==> src/hdl/hnt_pkg.sv <==
// Shared types, constants and letter tables for the Hangul byte converter.
// No dependencies.
package hnt_pkg;

   localparam logic [7:0] EmptySlot = 8'h80;
   localparam logic [7:0] ShiftOut  = 8'h0E;
   localparam logic [7:0] ShiftIn   = 8'h0F;
   localparam logic [7:0] CodeBase  = 8'd128;

   localparam int MaxBytes = 5;
   localparam int CntW     = 3;
   localparam int QDepth   = 4;
   localparam int QAw      = 2;

   typedef struct packed {
      logic [MaxBytes-1:0][7:0] bytes;
      logic [CntW-1:0]          cnt;
   } plan_type;

   typedef struct packed {
      logic     valid;
      plan_type plan;
   } qwr_type;

   function automatic logic [7:0] to_code(input logic [4:0] idx);
      return CodeBase + {3'b000, idx};
   endfunction

   function automatic logic [4:0] initial_idx(input logic [7:0] c);
      logic [4:0] r;
      unique case (c)
         8'h41: r = 5'd1;   // A
         8'h42: r = 5'd2;   // B
         8'h44: r = 5'd3;   // D
         8'h47: r = 5'd4;   // G
         8'h48: r = 5'd5;   // H
         8'h49: r = 5'd6;   // I
         8'h51: r = 5'd7;   // Q
         8'h52: r = 5'd8;   // R
         8'h53: r = 5'd9;   // S
         8'h55: r = 5'd10;  // U
         8'h56: r = 5'd11;  // V
         8'h57: r = 5'd12;  // W
         8'h58: r = 5'd13;  // X
         8'h59: r = 5'd14;  // Y
         8'h5A: r = 5'd15;  // Z
         8'h5B: r = 5'd16;  // [
         8'h5C: r = 5'd17;  // backslash
         8'h5D: r = 5'd18;  // ]
         8'h5E: r = 5'd19;  // ^
         default: r = 5'd0;
      endcase
      return r;
   endfunction

   function automatic logic [4:0] vowel_idx(input logic [7:0] c);
      logic [4:0] r;
      unique case (c)
         8'h62: r = 5'd1;   // b
         8'h63: r = 5'd2;   // c
         8'h64: r = 5'd3;   // d
         8'h65: r = 5'd4;   // e
         8'h66: r = 5'd5;   // f
         8'h67: r = 5'd6;   // g
         8'h6A: r = 5'd7;   // j
         8'h6B: r = 5'd8;   // k
         8'h6C: r = 5'd9;   // l
         8'h6D: r = 5'd10;  // m
         8'h6E: r = 5'd11;  // n
         8'h6F: r = 5'd12;  // o
         8'h72: r = 5'd13;  // r
         8'h73: r = 5'd14;  // s
         8'h74: r = 5'd15;  // t
         8'h75: r = 5'd16;  // u
         8'h76: r = 5'd17;  // v
         8'h77: r = 5'd18;  // w
         8'h7A: r = 5'd19;  // z
         8'h7B: r = 5'd20;  // {
         8'h7C: r = 5'd21;  // |
         default: r = 5'd0;
      endcase
      return r;
   endfunction

   function automatic logic [4:0] final_idx(input logic [7:0] c);
      logic [4:0] r;
      unique case (c)
         8'h41: r = 5'd1;   // A
         8'h42: r = 5'd2;   // B
         8'h43: r = 5'd3;   // C
         8'h44: r = 5'd4;   // D
         8'h45: r = 5'd5;   // E
         8'h46: r = 5'd6;   // F
         8'h47: r = 5'd7;   // G
         8'h49: r = 5'd8;   // I
         8'h4A: r = 5'd9;   // J
         8'h4B: r = 5'd10;  // K
         8'h4C: r = 5'd11;  // L
         8'h4D: r = 5'd12;  // M
         8'h4E: r = 5'd13;  // N
         8'h4F: r = 5'd14;  // O
         8'h50: r = 5'd15;  // P
         8'h51: r = 5'd16;  // Q
         8'h52: r = 5'd17;  // R
         8'h53: r = 5'd18;  // S
         8'h55: r = 5'd19;  // U
         8'h56: r = 5'd20;  // V
         8'h57: r = 5'd21;  // W
         8'h58: r = 5'd22;  // X
         8'h5A: r = 5'd23;  // Z
         8'h5B: r = 5'd24;  // [
         8'h5C: r = 5'd25;  // backslash
         8'h5D: r = 5'd26;  // ]
         8'h5E: r = 5'd27;  // ^
         default: r = 5'd0;
      endcase
      return r;
   endfunction

   function automatic logic [4:0] cvowel_idx(input logic [7:0] c, input logic [7:0] n);
      logic [4:0] r;
      r = 5'd0;
      if (c == 8'h6C) begin
         if (n == 8'h62) r = 5'd10;
         else if (n == 8'h63) r = 5'd11;
         else if (n == 8'h7C) r = 5'd12;
      end else if (c == 8'h73) begin
         if (n == 8'h66) r = 5'd15;
         else if (n == 8'h67) r = 5'd16;
         else if (n == 8'h7C) r = 5'd17;
      end else if (c == 8'h7A) begin
         if (n == 8'h7C) r = 5'd20;
      end
      return r;
   endfunction

   function automatic logic [4:0] cfinal_idx(input logic [7:0] c, input logic [7:0] n);
      logic [4:0] r;
      r = 5'd0;
      if (c == 8'h41) begin
         if (n == 8'h55) r = 5'd3;
      end else if (c == 8'h44) begin
         if (n == 8'h58) r = 5'd5;
         else if (n == 8'h5E) r = 5'd6;
      end else if (c == 8'h49) begin
         if (n == 8'h41) r = 5'd9;
         else if (n == 8'h51) r = 5'd10;
         else if (n == 8'h52) r = 5'd11;
         else if (n == 8'h55) r = 5'd12;
         else if (n == 8'h5C) r = 5'd13;
         else if (n == 8'h5D) r = 5'd14;
         else if (n == 8'h5E) r = 5'd15;
      end else if (c == 8'h52) begin
         if (n == 8'h55) r = 5'd18;
      end
      return r;
   endfunction

endpackage

==> src/hdl/hangul_nbyte_to_three_byte_top.sv <==
// Top level of the Hangul shifted-byte to three-byte syllable converter.
// Depends on hnt_pkg, hnt_front, hnt_queue and hnt_back.
//
// The block takes one source byte (with its two lookahead bytes) per clock while
// full is low and emits between zero and five result bytes for it, one per clock
// while pop is taken; last_of_run marks the final byte of each item. Items that
// give no result (shift codes, absorbed lookahead) are taken at the input and
// never reach the queue. A four-entry plan queue separates the automaton from the
// byte sequencer, so sustained throughput is one result byte per cycle while pop
// is taken and the queue holds plans.
module hangul_nbyte_to_three_byte_top
   import hnt_pkg::*;
(
   input  logic       clock,
   input  logic       reset,
   input  logic       push,
   output logic       full,
   input  logic [7:0] req_cur_byte,
   input  logic [7:0] req_next_byte,
   input  logic [7:0] req_after_next_byte,
   input  logic       req_is_terminator,
   output logic       empty,
   input  logic       pop,
   output logic [7:0] rsp_out_byte,
   output logic       rsp_last_of_run
);

   qwr_type  q_wr;
   logic     q_full, q_pop, q_valid;
   plan_type q_head;

   assign full = q_full;

   hnt_front u_front (
      .clock           (clock),
      .reset           (reset),
      .push            (push),
      .cur_byte        (req_cur_byte),
      .next_byte       (req_next_byte),
      .after_next_byte (req_after_next_byte),
      .is_terminator   (req_is_terminator),
      .q_full          (q_full),
      .q_wr            (q_wr)
   );

   hnt_queue u_queue (
      .clock   (clock),
      .reset   (reset),
      .q_wr    (q_wr),
      .q_full  (q_full),
      .q_pop   (q_pop),
      .q_valid (q_valid),
      .q_head  (q_head)
   );

   hnt_back u_back (
      .clock       (clock),
      .reset       (reset),
      .q_valid     (q_valid),
      .q_head      (q_head),
      .q_pop       (q_pop),
      .empty       (empty),
      .pop         (pop),
      .out_byte    (rsp_out_byte),
      .last_of_run (rsp_last_of_run)
   );

endmodule

==> src/hdl/hnt_front.sv <==
// Front end: accepts source bytes, runs the jamo automaton and builds output plans.
// Depends on hnt_pkg.
module hnt_front
   import hnt_pkg::*;
(
   input  logic       clock,
   input  logic       reset,
   input  logic       push,
   input  logic [7:0] cur_byte,
   input  logic [7:0] next_byte,
   input  logic [7:0] after_next_byte,
   input  logic       is_terminator,
   input  logic       q_full,
   output qwr_type    q_wr
);

   typedef enum logic [1:0] {
      ModeAscii   = 2'd0,
      ModeInitial = 2'd1,
      ModeMedial  = 2'd2,
      ModeFinal   = 2'd3
   } mode_type;

   mode_type mode_ff, mode_in;
   logic     skip_ff, skip_in;
   plan_type plan;
   logic     accept;
   logic [4:0] ini, vow, fin, cvw, cfn;
   logic       nvow, nnvow;

   assign accept = push && !q_full;
   assign ini    = initial_idx(cur_byte);
   assign vow    = vowel_idx(cur_byte);
   assign fin    = final_idx(cur_byte);
   assign cvw    = cvowel_idx(cur_byte, next_byte);
   assign cfn    = cfinal_idx(cur_byte, next_byte);
   assign nvow   = vowel_idx(next_byte) != 5'd0;
   assign nnvow  = vowel_idx(after_next_byte) != 5'd0;

   always_comb begin
      plan.bytes = {MaxBytes{EmptySlot}};
      plan.cnt   = '0;
      mode_in    = mode_ff;
      skip_in    = skip_ff;
      if (is_terminator) begin
         skip_in        = 1'b0;
         plan.bytes[0]  = 8'h00;
         plan.cnt       = 3'd1;
      end else if (skip_ff) begin
         skip_in = 1'b0;
      end else begin
         unique case (mode_ff)
            ModeAscii: begin
               if (cur_byte == ShiftOut) begin
                  mode_in = ModeInitial;
               end else begin
                  plan.bytes[0] = cur_byte;
                  plan.cnt      = 3'd1;
               end
            end
            ModeInitial: begin
               if (ini != 5'd0) begin
                  plan.bytes[0] = to_code(ini);
                  plan.cnt      = 3'd1;
                  mode_in       = ModeMedial;
               end else if (vow != 5'd0) begin
                  plan.bytes[1] = to_code(vow);
                  plan.cnt      = 3'd3;
               end else if (fin != 5'd0) begin
                  plan.bytes[2] = to_code(fin);
                  plan.cnt      = 3'd3;
               end else if (cur_byte == ShiftIn) begin
                  mode_in = ModeAscii;
               end else begin
                  plan.bytes[0] = cur_byte;
                  plan.cnt      = 3'd1;
               end
            end
            ModeMedial: begin
               if (cvw != 5'd0) begin
                  plan.bytes[0] = to_code(cvw);
                  plan.cnt      = 3'd1;
                  mode_in       = ModeFinal;
                  skip_in       = 1'b1;
               end else if (vow != 5'd0) begin
                  plan.bytes[0] = to_code(vow);
                  plan.cnt      = 3'd1;
                  mode_in       = ModeFinal;
               end else if (ini != 5'd0) begin
                  plan.bytes[2] = to_code(ini);
                  plan.cnt      = 3'd3;
               end else if (fin != 5'd0) begin
                  plan.bytes[4] = to_code(fin);
                  plan.cnt      = 3'd5;
                  mode_in       = ModeInitial;
               end else if (cur_byte == ShiftIn) begin
                  plan.cnt = 3'd2;
                  mode_in  = ModeAscii;
               end else begin
                  plan.bytes[2] = cur_byte;
                  plan.cnt      = 3'd3;
               end
            end
            ModeFinal: begin
               if (ini != 5'd0 && nvow) begin
                  plan.bytes[1] = to_code(ini);
                  plan.cnt      = 3'd2;
                  mode_in       = ModeMedial;
               end else if (cfn != 5'd0 && !nnvow) begin
                  plan.bytes[0] = to_code(cfn);
                  plan.cnt      = 3'd1;
                  mode_in       = ModeInitial;
                  skip_in       = 1'b1;
               end else if (fin != 5'd0) begin
                  plan.bytes[0] = to_code(fin);
                  plan.cnt      = 3'd1;
                  mode_in       = ModeInitial;
               end else if (ini != 5'd0) begin
                  plan.bytes[1] = to_code(ini);
                  plan.cnt      = 3'd2;
                  mode_in       = ModeMedial;
               end else if (vow != 5'd0) begin
                  plan.bytes[2] = to_code(vow);
                  plan.cnt      = 3'd4;
                  mode_in       = ModeInitial;
               end else if (cur_byte == ShiftIn) begin
                  plan.cnt = 3'd1;
                  mode_in  = ModeAscii;
               end else begin
                  plan.bytes[1] = cur_byte;
                  plan.cnt      = 3'd2;
                  mode_in       = ModeInitial;
               end
            end
            default: begin
               mode_in = ModeAscii;
            end
         endcase
      end
   end

   assign q_wr.valid = accept && (plan.cnt != '0);
   assign q_wr.plan  = plan;

   always_ff @(posedge clock) begin
      if (reset) begin
         mode_ff <= ModeAscii;
         skip_ff <= 1'b0;
      end else if (accept) begin
         mode_ff <= mode_in;
         skip_ff <= skip_in;
      end
   end

endmodule

==> src/hdl/hnt_queue.sv <==
// Short plan queue between the front end and the byte sequencer.
// Depends on hnt_pkg.
module hnt_queue
   import hnt_pkg::*;
(
   input  logic     clock,
   input  logic     reset,
   input  qwr_type  q_wr,
   output logic     q_full,
   input  logic     q_pop,
   output logic     q_valid,
   output plan_type q_head
);

   plan_type          mem_ff [QDepth];
   logic [QAw-1:0]    head_ff, head_in;
   logic [QAw-1:0]    tail_ff, tail_in;
   logic [QAw:0]      count_ff, count_in;

   assign q_full  = count_ff == (QAw+1)'(QDepth);
   assign q_valid = count_ff != '0;
   assign q_head  = mem_ff[head_ff];

   always_comb begin
      head_in  = head_ff;
      tail_in  = tail_ff;
      count_in = count_ff;
      if (q_wr.valid) begin
         tail_in = tail_ff + 1'b1;
      end
      if (q_pop) begin
         head_in = head_ff + 1'b1;
      end
      if (q_wr.valid && !q_pop) begin
         count_in = count_ff + 1'b1;
      end else if (q_pop && !q_wr.valid) begin
         count_in = count_ff - 1'b1;
      end
   end

   always_ff @(posedge clock) begin
      if (q_wr.valid) begin
         mem_ff[tail_ff] <= q_wr.plan;
      end
   end

   always_ff @(posedge clock) begin
      if (reset) begin
         head_ff  <= '0;
         tail_ff  <= '0;
         count_ff <= '0;
      end else begin
         head_ff  <= head_in;
         tail_ff  <= tail_in;
         count_ff <= count_in;
      end
   end

   a_count_bound: assert property (@(posedge clock) disable iff (reset)
      count_ff <= (QAw+1)'(QDepth))
      else $error("queue count beyond depth");

   a_no_overflow: assert property (@(posedge clock) disable iff (reset)
      q_wr.valid |-> !q_full)
      else $error("write into full queue");

   a_no_underflow: assert property (@(posedge clock) disable iff (reset)
      q_pop |-> q_valid)
      else $error("pop from empty queue");

endmodule

==> src/hdl/hnt_back.sv <==
// Byte sequencer: takes plans from the queue and delivers their bytes one per word.
// Depends on hnt_pkg.
module hnt_back
   import hnt_pkg::*;
(
   input  logic       clock,
   input  logic       reset,
   input  logic       q_valid,
   input  plan_type   q_head,
   output logic       q_pop,
   output logic       empty,
   input  logic       pop,
   output logic [7:0] out_byte,
   output logic       last_of_run
);

   plan_type        cur_ff, cur_in;
   logic            busy_ff, busy_in;
   logic [CntW-1:0] idx_ff, idx_in;
   logic            take, last, done;

   assign last  = idx_ff == (cur_ff.cnt - 1'b1);
   assign take  = pop && busy_ff;
   assign done  = !busy_ff || (take && last);
   assign q_pop = done && q_valid;

   always_comb begin
      cur_in  = cur_ff;
      busy_in = busy_ff;
      idx_in  = idx_ff;
      if (q_pop) begin
         cur_in  = q_head;
         busy_in = 1'b1;
         idx_in  = '0;
      end else if (take && last) begin
         busy_in = 1'b0;
      end else if (take) begin
         idx_in = idx_ff + 1'b1;
      end
   end

   always_ff @(posedge clock) begin
      cur_ff <= cur_in;
      if (reset) begin
         busy_ff <= 1'b0;
         idx_ff  <= '0;
      end else begin
         busy_ff <= busy_in;
         idx_ff  <= idx_in;
      end
   end

   assign empty       = !busy_ff;
   assign out_byte    = cur_ff.bytes[idx_ff];
   assign last_of_run = last;

   a_busy_count: assert property (@(posedge clock) disable iff (reset)
      busy_ff |-> (cur_ff.cnt != '0 && idx_ff < cur_ff.cnt))
      else $error("sequencer index outside plan");

   a_hold_mid_run: assert property (@(posedge clock) disable iff (reset)
      (busy_ff && !pop) |=> (busy_ff && $stable(idx_ff)))
      else $error("word changed while stalled");

   a_advance: assert property (@(posedge clock) disable iff (reset)
      (take && !last) |=> (idx_ff == $past(idx_ff) + 1'b1))
      else $error("index did not advance");

endmodule
==> config.mk <==
export PLATFORM = sky130hd
export DESIGN_NAME = hangul_nbyte_to_three_byte_top
export DESIGN_NICKNAME = d
export VERILOG_FILES = /design/src/hdl/hnt_pkg.sv /design/src/hdl/hangul_nbyte_to_three_byte_top.sv /design/src/hdl/hnt_front.sv /design/src/hdl/hnt_queue.sv /design/src/hdl/hnt_back.sv
export SDC_FILE = /design/constraint.sdc
export NUM_CORES = 1
export LEC_CHECK = 0
export BUFFER_PORTS_ARGS = -buffer_cell sky130_fd_sc_hd__buf_2
export CAP_MARGIN = 10
export CORE_UTILIZATION = 45
export CTS_BUF_LIST = sky130_fd_sc_hd__clkbuf_8
export DETAILED_ROUTE_END_ITERATION = 10
export GPL_TIMING_DRIVEN = 1
export SLEW_MARGIN = 20
export SYNTH_ARGS = -nofsm -noshare
export SYNTH_HDL_FRONTEND = slang
export SYNTH_SLANG_ARGS = --single-unit
export TNS_END_PERCENT = 20
==> constraint.sdc <==
create_clock -name clock -period 6.6 [get_ports clock]
set_clock_uncertainty 0.15 [all_clocks]
set_input_delay 0.66 -clock clock [delete_from_list [all_inputs] [get_ports clock]]
set_output_delay 0.66 -clock clock [all_outputs]
set_load 0.02 [all_outputs]
; Word level (Yosys, flattened, before mapping)
; Memories as Yosys holds them, arrays and structs flattened. A register that Yosys moved wholly into a read port is not among the register bits.
; Index checks and enable logic that the tools add are counted.
[totals]
mem_bits_ro = 640
out_inout_bits = 11
inputBits = 29
mem_count = 2
wordCells = 263
register_bits = 22
ramBits = 140
[mem_list]
columns = memory, depth, width, rd, rd_ports_with_merged_regs, write_ports, line
row1 = (name not given), 128, 5, 1, 0, 0, hnt_pkg.sv:87  ; unique case (c)
row2 = u_queue.mem_ff, 4, 35, 1, 1, 1, hnt_queue.sv:15  ; plan_type mem_ff [QDepth];
[classes]
n_bitwise = 3
n_reduce_logical = 30
n_eq_ne = 101
order_cmp = 1
add_sub_neg = 11
mux = 107
[ops]
columns = op, count
row1 = "== test 8 x 7 -> 1 bit, second input constant", 90
row2 = one-hot mux 5 bit (21 select lines), 3
row3 = 2-to-1 mux 8 bit, 23
row4 = 2-to-1 mux 5 bit, 22
row5 = one-hot mux 5 bit (19 select lines), 1
row6 = 2-to-1 mux 11 bit, 6
row7 = 2-to-1 mux 16 bit, 4
row8 = one-hot mux 11 bit (4 select lines), 1
row9 = "adder 8 x 5 -> 8 bit, first input constant", 5
row10 = 2-to-1 mux 3 bit, 12
row11 = nonzero test 5 bit, 7
row12 = 2-to-1 mux 2 bit, 16
row13 = 2-to-1 mux 27 bit, 1
row14 = binary-select mux 8 bit (select 3 bit), 1
row15 = one-hot mux 8 bit (3 select lines), 1
row16 = "== test 8 x 4 -> 1 bit, second input constant", 2
row17 = one-hot mux 8 bit (2 select lines), 1
row18 = 2-to-1 mux 1 bit, 11
row19 = logical AND 1 bit, 9
row20 = 2-to-1 mux 4 bit, 2
row21 = one-hot mux 2 bit (4 select lines), 1
row22 = AND reduction 7 bit, 1
row23 = "adder 3 x 1 -> 3 bit, second input constant", 2
row24 = "inequality test 3 x 2 -> 1 bit, second input constant", 2
row25 = other kinds (18), 29

; Depth between registers and ports, before layout
[depth]
word_depth = 24
mapped_depth = 18
mapped_depth_nobuf = 16

; By module
; Synthesis repeated with hierarchy kept, for this count alone.
[hier_totals]
hier_cells = 790
area_unflattened_um2 = 11233.3
[by_module_without_submodules]
columns = module, area_each_um2, seq_area_each_um2, cells_per_inst, instances
row1 = hnt_queue, 6690.2, 5345.1, 269, 1
row2 = hnt_front, 2636.3, 60.1, 410, 1
row3 = hnt_back, 1906.8, 1371.3, 111, 1

; Least setup slack after synthesis
; OpenSTA, ideal clock, no wires.
[synth_timing]
path_type = register to register
from = reg u_back.cur_ff[0] (netlist name)
to = reg u_queue.count_ff[2]
stages_incl_launch_ff = 14
setup_slack_ps = 1789
period_less_slack_ps = 4811
arrival_ps = 4590
required_ps = 6379
n_path_buf = 0
setup_time_ps = 71
cell_sequence = edfxtp_1 -> inv_1 -> ha_1 -> xnor2_1 -> nor3_1 -> nand2_1 -> a21oi_1 -> inv_1 -> ha_1 -> inv_1 -> fa_1 -> xor2_1 -> or3_1 -> a21oi_1
[synth_via]
elab_chain_cells = 8
word_cells_on_any_way = 10
classes_between = add/sub: 1 / eq/ne: 1 / mux: 1 / reduce/logical: 7
[synth_lines]
columns = item, line
row1 = subtractor 3 x 1 -> 3 bit *, hnt_back.sv:22  ; assign last = idx_ff == (cur_ff.cnt - 1'b1);
row2 = == test 3 bit *, hnt_back.sv:22
row3 = named net rsp_last_of_run, hangul_nbyte_to_three_byte_top.sv:25  ; output logic rsp_last_of_run
row4 = logical AND 1 bit *, hnt_back.sv:24  ; assign done = !busy_ff || (take && last);
row5 = logical OR 1 bit *, hnt_back.sv:24
row6 = logical AND 1 bit *, hnt_back.sv:25  ; assign q_pop = done && q_valid;
row7 = named net q_pop, hangul_nbyte_to_three_byte_top.sv:29  ; logic q_full, q_pop, q_valid;
row8 = zero test 1 bit, hnt_queue.sv:34  ; if (q_wr.valid && !q_pop) begin
row9 = logical AND 1 bit, hnt_queue.sv:34
row10 = 2-to-1 mux 3 bit or nonzero test 2 bit (tied branches), --
row11 = "end signal, assigned", hnt_queue.sv:55  ; count_ff <= count_in;
row12 = "end, declared", hnt_queue.sv:18  ; logic [QAw:0] count_ff, count_in;
; Mark *: on every way through the listed nets, which the timed path passes. The rest lies on a longest branch.
; A chain may end at the register's enable or synchronous reset.

==> summary.log <==
qor: global_routing.grt_max_degree 44
qor: worst_setup_path.endpoint_class_of_the_critical_path flip-flop
qor: layout.multi_input_area 0.00370 mm^2
qor: synthesis.syn-num-nets 779
qor: layout.fin_nets 801
qor: worst_setup_path.critPathSlowestCell sky130_fd_sc_hd__a21oi_1
qor: worst_setup_path.critical-path-max-stage-delay 0.67 ns
qor: flow_run.maxCapViolations 0
qor: layout.layout_cells_sized_above_1 18.2%
qor: global_routing.global_route_wire_length_before_repair 35000 um
qor: route.drtIter0Drc 658
qor: sta.total_setup_violations_reported_at_the_end_of_the_flow 0
qor: floorplanning.chipHeight 144 um
qor: sta.rsz0062_at_grt no
qor: synthesis.postSynthRegisterBits 174
qor: synthesis.mappedNetlistArea 0.00906 mm^2
qor: worst_setup_path.worst_ep_arrival_time 5.40 ns
qor: sta.final_worst_path_cycle_share 78.3%
qor: synthesis.count_of_flip_flops_with_a_built_in_enable_after_synthesis 160
qor: clock_tree.cts-hold-fix-buffers 0
qor: worst_setup_path.critical-path-top-delay-family compound AO/OA/AOI/OAI gates
qor: worst_setup_path.timing.critical_path.required 6.84 ns
qor: global_routing.via_count_of_the_first_global_routing_pass 6057
qor: clock_tree.numClockSinks 174
qor: status.status completed
qor: pwr.pwr_density_cell 306 mW/mm^2
qor: layout.instances_no_fill 1034
qor: sta.timing.final.max_slew_violations 0
qor: clock_tree.cts.repair.resized 0
qor: route.vias_per_cell 6.04
qor: clock_tree.post-cts-setup-buffers 0
qor: clock_tree.clk_pin_slew 0.09 ns
qor: clock_tree.ctsLongestPathBuffers 2
qor: worst_setup_path.cp_num_buf_inv 3
qor: worst_setup_path.timing.critical_path.cells buf_2 -> inv_1 -> ha_1 -> o21ai_0 -> a211o_1 -> and3_1 -> nand3_1 -> a21oi_1 -> o21ai_0 -> a21oi_1 -> o31a_4 -> ha_1 -> inv_1 -> fa_1 -> xor2_1 -> or3_1 -> a21oi_1
qor: floorplanning.dieArea 0.0207 mm^2
qor: worst_setup_path.type_of_the_setup_path_with_the_least_slack in2reg
qor: route.wl_per_cell 22.2 um
qor: synthesis.yosys.cell_types.count 79
qor: global_routing.antenna_found_initial 0
qor: synthesis.synth-warning-count 0
qor: global_routing.globalRouteOverflowTotal 0
qor: sta.relative_max_transition_margin 37.8%
qor: synthesis.synth_seq_area_share 56.1%
qor: layout.diodes 0
qor: layout.nFillCells 1736
qor: sta.setup-tns-final 0 ns
qor: sta.tightest_slew 0.925 ns
qor: synthesis.proportion_of_register_bits_with_asynchronous_set_or_reset_after_synthesis 0%
qor: sta.fmaxAchievable 194 MHz
qor: sta.timing_hold_violations_final 0
qor: placement.gpl.final_weighted_congestion 0.925
qor: floorplanning.core 0.0196 mm^2
qor: floorplanning.io-pin-count 40
qor: route.drcViolationCount 0
qor: synthesis.synthesis.instances 734
qor: placement.placedInstanceArea 0.00948 mm^2
qor: floorplanning.die_width 144 um
qor: placement.dp.cells 1002
qor: route.antenna_left 0
qor: global_routing.globalRouteTotalUtil 23.4%
qor: min_path.holdCritPathClass reg2reg
qor: route.routed-via-count 6243
qor: synthesis.post_synth.cell_area_avg 12.3 um^2
qor: floorplanning.num_rows 51
qor: pwr.leakage 3.30 nW
qor: worst_setup_path.critical_path.startpoint_type input port
qor: layout.flow.area_growth_from_synthesis 9.28%
qor: route.route.final.wire_length 23000 um
qor: clock_tree.htree_num_levels 4
qor: route.drt_pass1_iterations 8
qor: clock_tree.cts_root_buffer sky130_fd_sc_hd__clkbuf_8
qor: clock_tree.cts_tree yes
qor: clock_tree.clk-insertion-delay-late 0.45 ns
qor: sta.final.min_clock_period 5.17 ns
qor: worst_setup_path.timing.critical_path.mode_cell sky130_fd_sc_hd__a21oi_1
qor: synthesis.postSynth.topFlopCell sky130_fd_sc_hd__edfxtp_1
qor: placement.dp_hpwl 16100 um
qor: layout.final-seq-area 0.00509 mm^2
qor: clock_tree.cts_buffers 17
qor: worst_setup_path.crit_fanout 25
qor: floorplanning.initial_core_util 46.3%
qor: placement.port_buffers 39
qor: pwr.power.ir.vdd_worst 0.130 mV
qor: layout.design_area 0.00990 mm^2
## report_power, final
group	leakage (nW)	total, W	switching (W)	internal, W
sequential	1.61	0.00149	0.0000616	0.00143
combinational	1.47	0.000758	0.000466	0.000293
clock	0.219	0.000782	0.000371	0.000411
## final timing paths
check	from	endpoint	slack [ns]	depth (start not counted)
setup / recovery	req_cur_byte[0]	u_queue.count_ff[2]	1.43	17
hold / removal	u_queue.count_ff[2]	u_queue.count_ff[2]	0.36	2
setup reg to reg	u_front.mode_ff[0]	u_queue.count_ff[2]	2.66	11
hold reg to reg	u_queue.count_ff[2]	u_queue.count_ff[2]	0.36	2
## cells by family (layout without fill, tap and decap cells)
| logic type | after synthesis | in the layout | share of synthesized area (%) |
|---|---|---|---|
| compound gates | 157 | 157 | 11.6 |
| flops | 174 | 174 | 56.1 |
| simple gates | 257 | 257 | 15.7 |
| xor+xnor | 13 | 13 | 1.26 |
| fa+ha+maj | 16 | 16 | 2.29 |
| mux | 48 | 48 | 9.80 |
| buf+inv | 69 | 104 | 3.18 |
## cell usage in the layout (no fill, tap or decap), drive strengths merged, types with 26 or more instances in the layout
| master | count |
|---|---|
| edfxtp | 160 |
| nand2 | 59 |
| nor2 | 59 |
| buf | 50 |
| a21oi | 42 |
| o21ai | 37 |
| mux4 | 32 |
| inv | 26 |
## final cells by class
cell class / count / area share [%]
Clock buffer: 17 / 2.36
Clock inverter: 15 / 1.92
Inverter: 22 / 0.834
Multi-Input combinational cell: 491 / 37.4
Sequential cell: 174 / 51.4
Tap cell: 265 / 3.35
Timing Repair Buffer: 50 / 2.81
## registers in the layout, indices dropped and copies added, names as in the netlist
register and count:
u_back.busy_ff 1, u_back.cur_ff 32, u_back.idx_ff 3, u_front.mode_ff 2, u_front.skip_ff 1, u_queue.count_ff 3
u_queue.head_ff 2, u_queue.mem_ff 128, u_queue.tail_ff 2
## synth_stat cells (8+ instances only)
library cell / number / area [um^2]
sky130_fd_sc_hd__dfxtp_1: 14 / 280
sky130_fd_sc_hd__nor3_1: 17 / 85.1
sky130_fd_sc_hd__nor2b_1: 10 / 62.6
sky130_fd_sc_hd__xnor2_1: 8 / 70.1
sky130_fd_sc_hd__buf_2: 11 / 55.1
sky130_fd_sc_hd__nor4_1: 8 / 50.1
sky130_fd_sc_hd__and2_1: 10 / 62.6
sky130_fd_sc_hd__nand2_1: 59 / 221
sky130_fd_sc_hd__inv_1: 21 / 78.8
sky130_fd_sc_hd__mux4_2: 32 / 721
sky130_fd_sc_hd__a31oi_1: 11 / 68.8
sky130_fd_sc_hd__o21ai_0: 34 / 170
sky130_fd_sc_hd__a21oi_1: 42 / 210
sky130_fd_sc_hd__edfxtp_1: 160 / 4800
sky130_fd_sc_hd__ha_1: 15 / 188
sky130_fd_sc_hd__nand2b_1: 16 / 100
sky130_fd_sc_hd__clkbuf_1: 27 / 101
sky130_fd_sc_hd__nand3_1: 16 / 80.1
sky130_fd_sc_hd__mux2i_1: 13 / 130
sky130_fd_sc_hd__nor2_1: 56 / 210
sky130_fd_sc_hd__a222oi_1: 8 / 80.1
## metrics by stage
step	power (W)	hold slack (ns)	setup slack [ns]	util (%)
6_report	0.00303	0.364	1.43	50.5
5_1_grt	0.00317	0.368	1.10	50.5
4_1_cts	0.00307	0.360	1.48	50.5
3_5_place_dp	0.00229	0.346	0.999	48.4
3_3_place_gp	0.00227	0.330	1.23	48.4
2_1_floorplan	0.00204	0.313	1.79	-
## worst reg2reg max path, delay by kind of cell, from the launching register on
| kind | cells | cell delay [ns] |
|---|---|---|
| AO/OA/AOI/OAI | 5 | 1.55 |
| XOR/XNOR | 1 | 0.18 |
| adder cells (fa/ha/maj) | 2 | 0.64 |
| buffers and inverters | 1 | 0.07 |
| flip-flops | 1 | 0.79 |
| AND/OR/NAND/NOR | 2 | 0.50 |
## metal layers
metal  track usage (%)  wire [um]
met5                 0          0
met4              8.62        541
met3              3.97       1130
met2              38.9      11200
met1              30.7      10100
(Power assumes the default switching activity.)
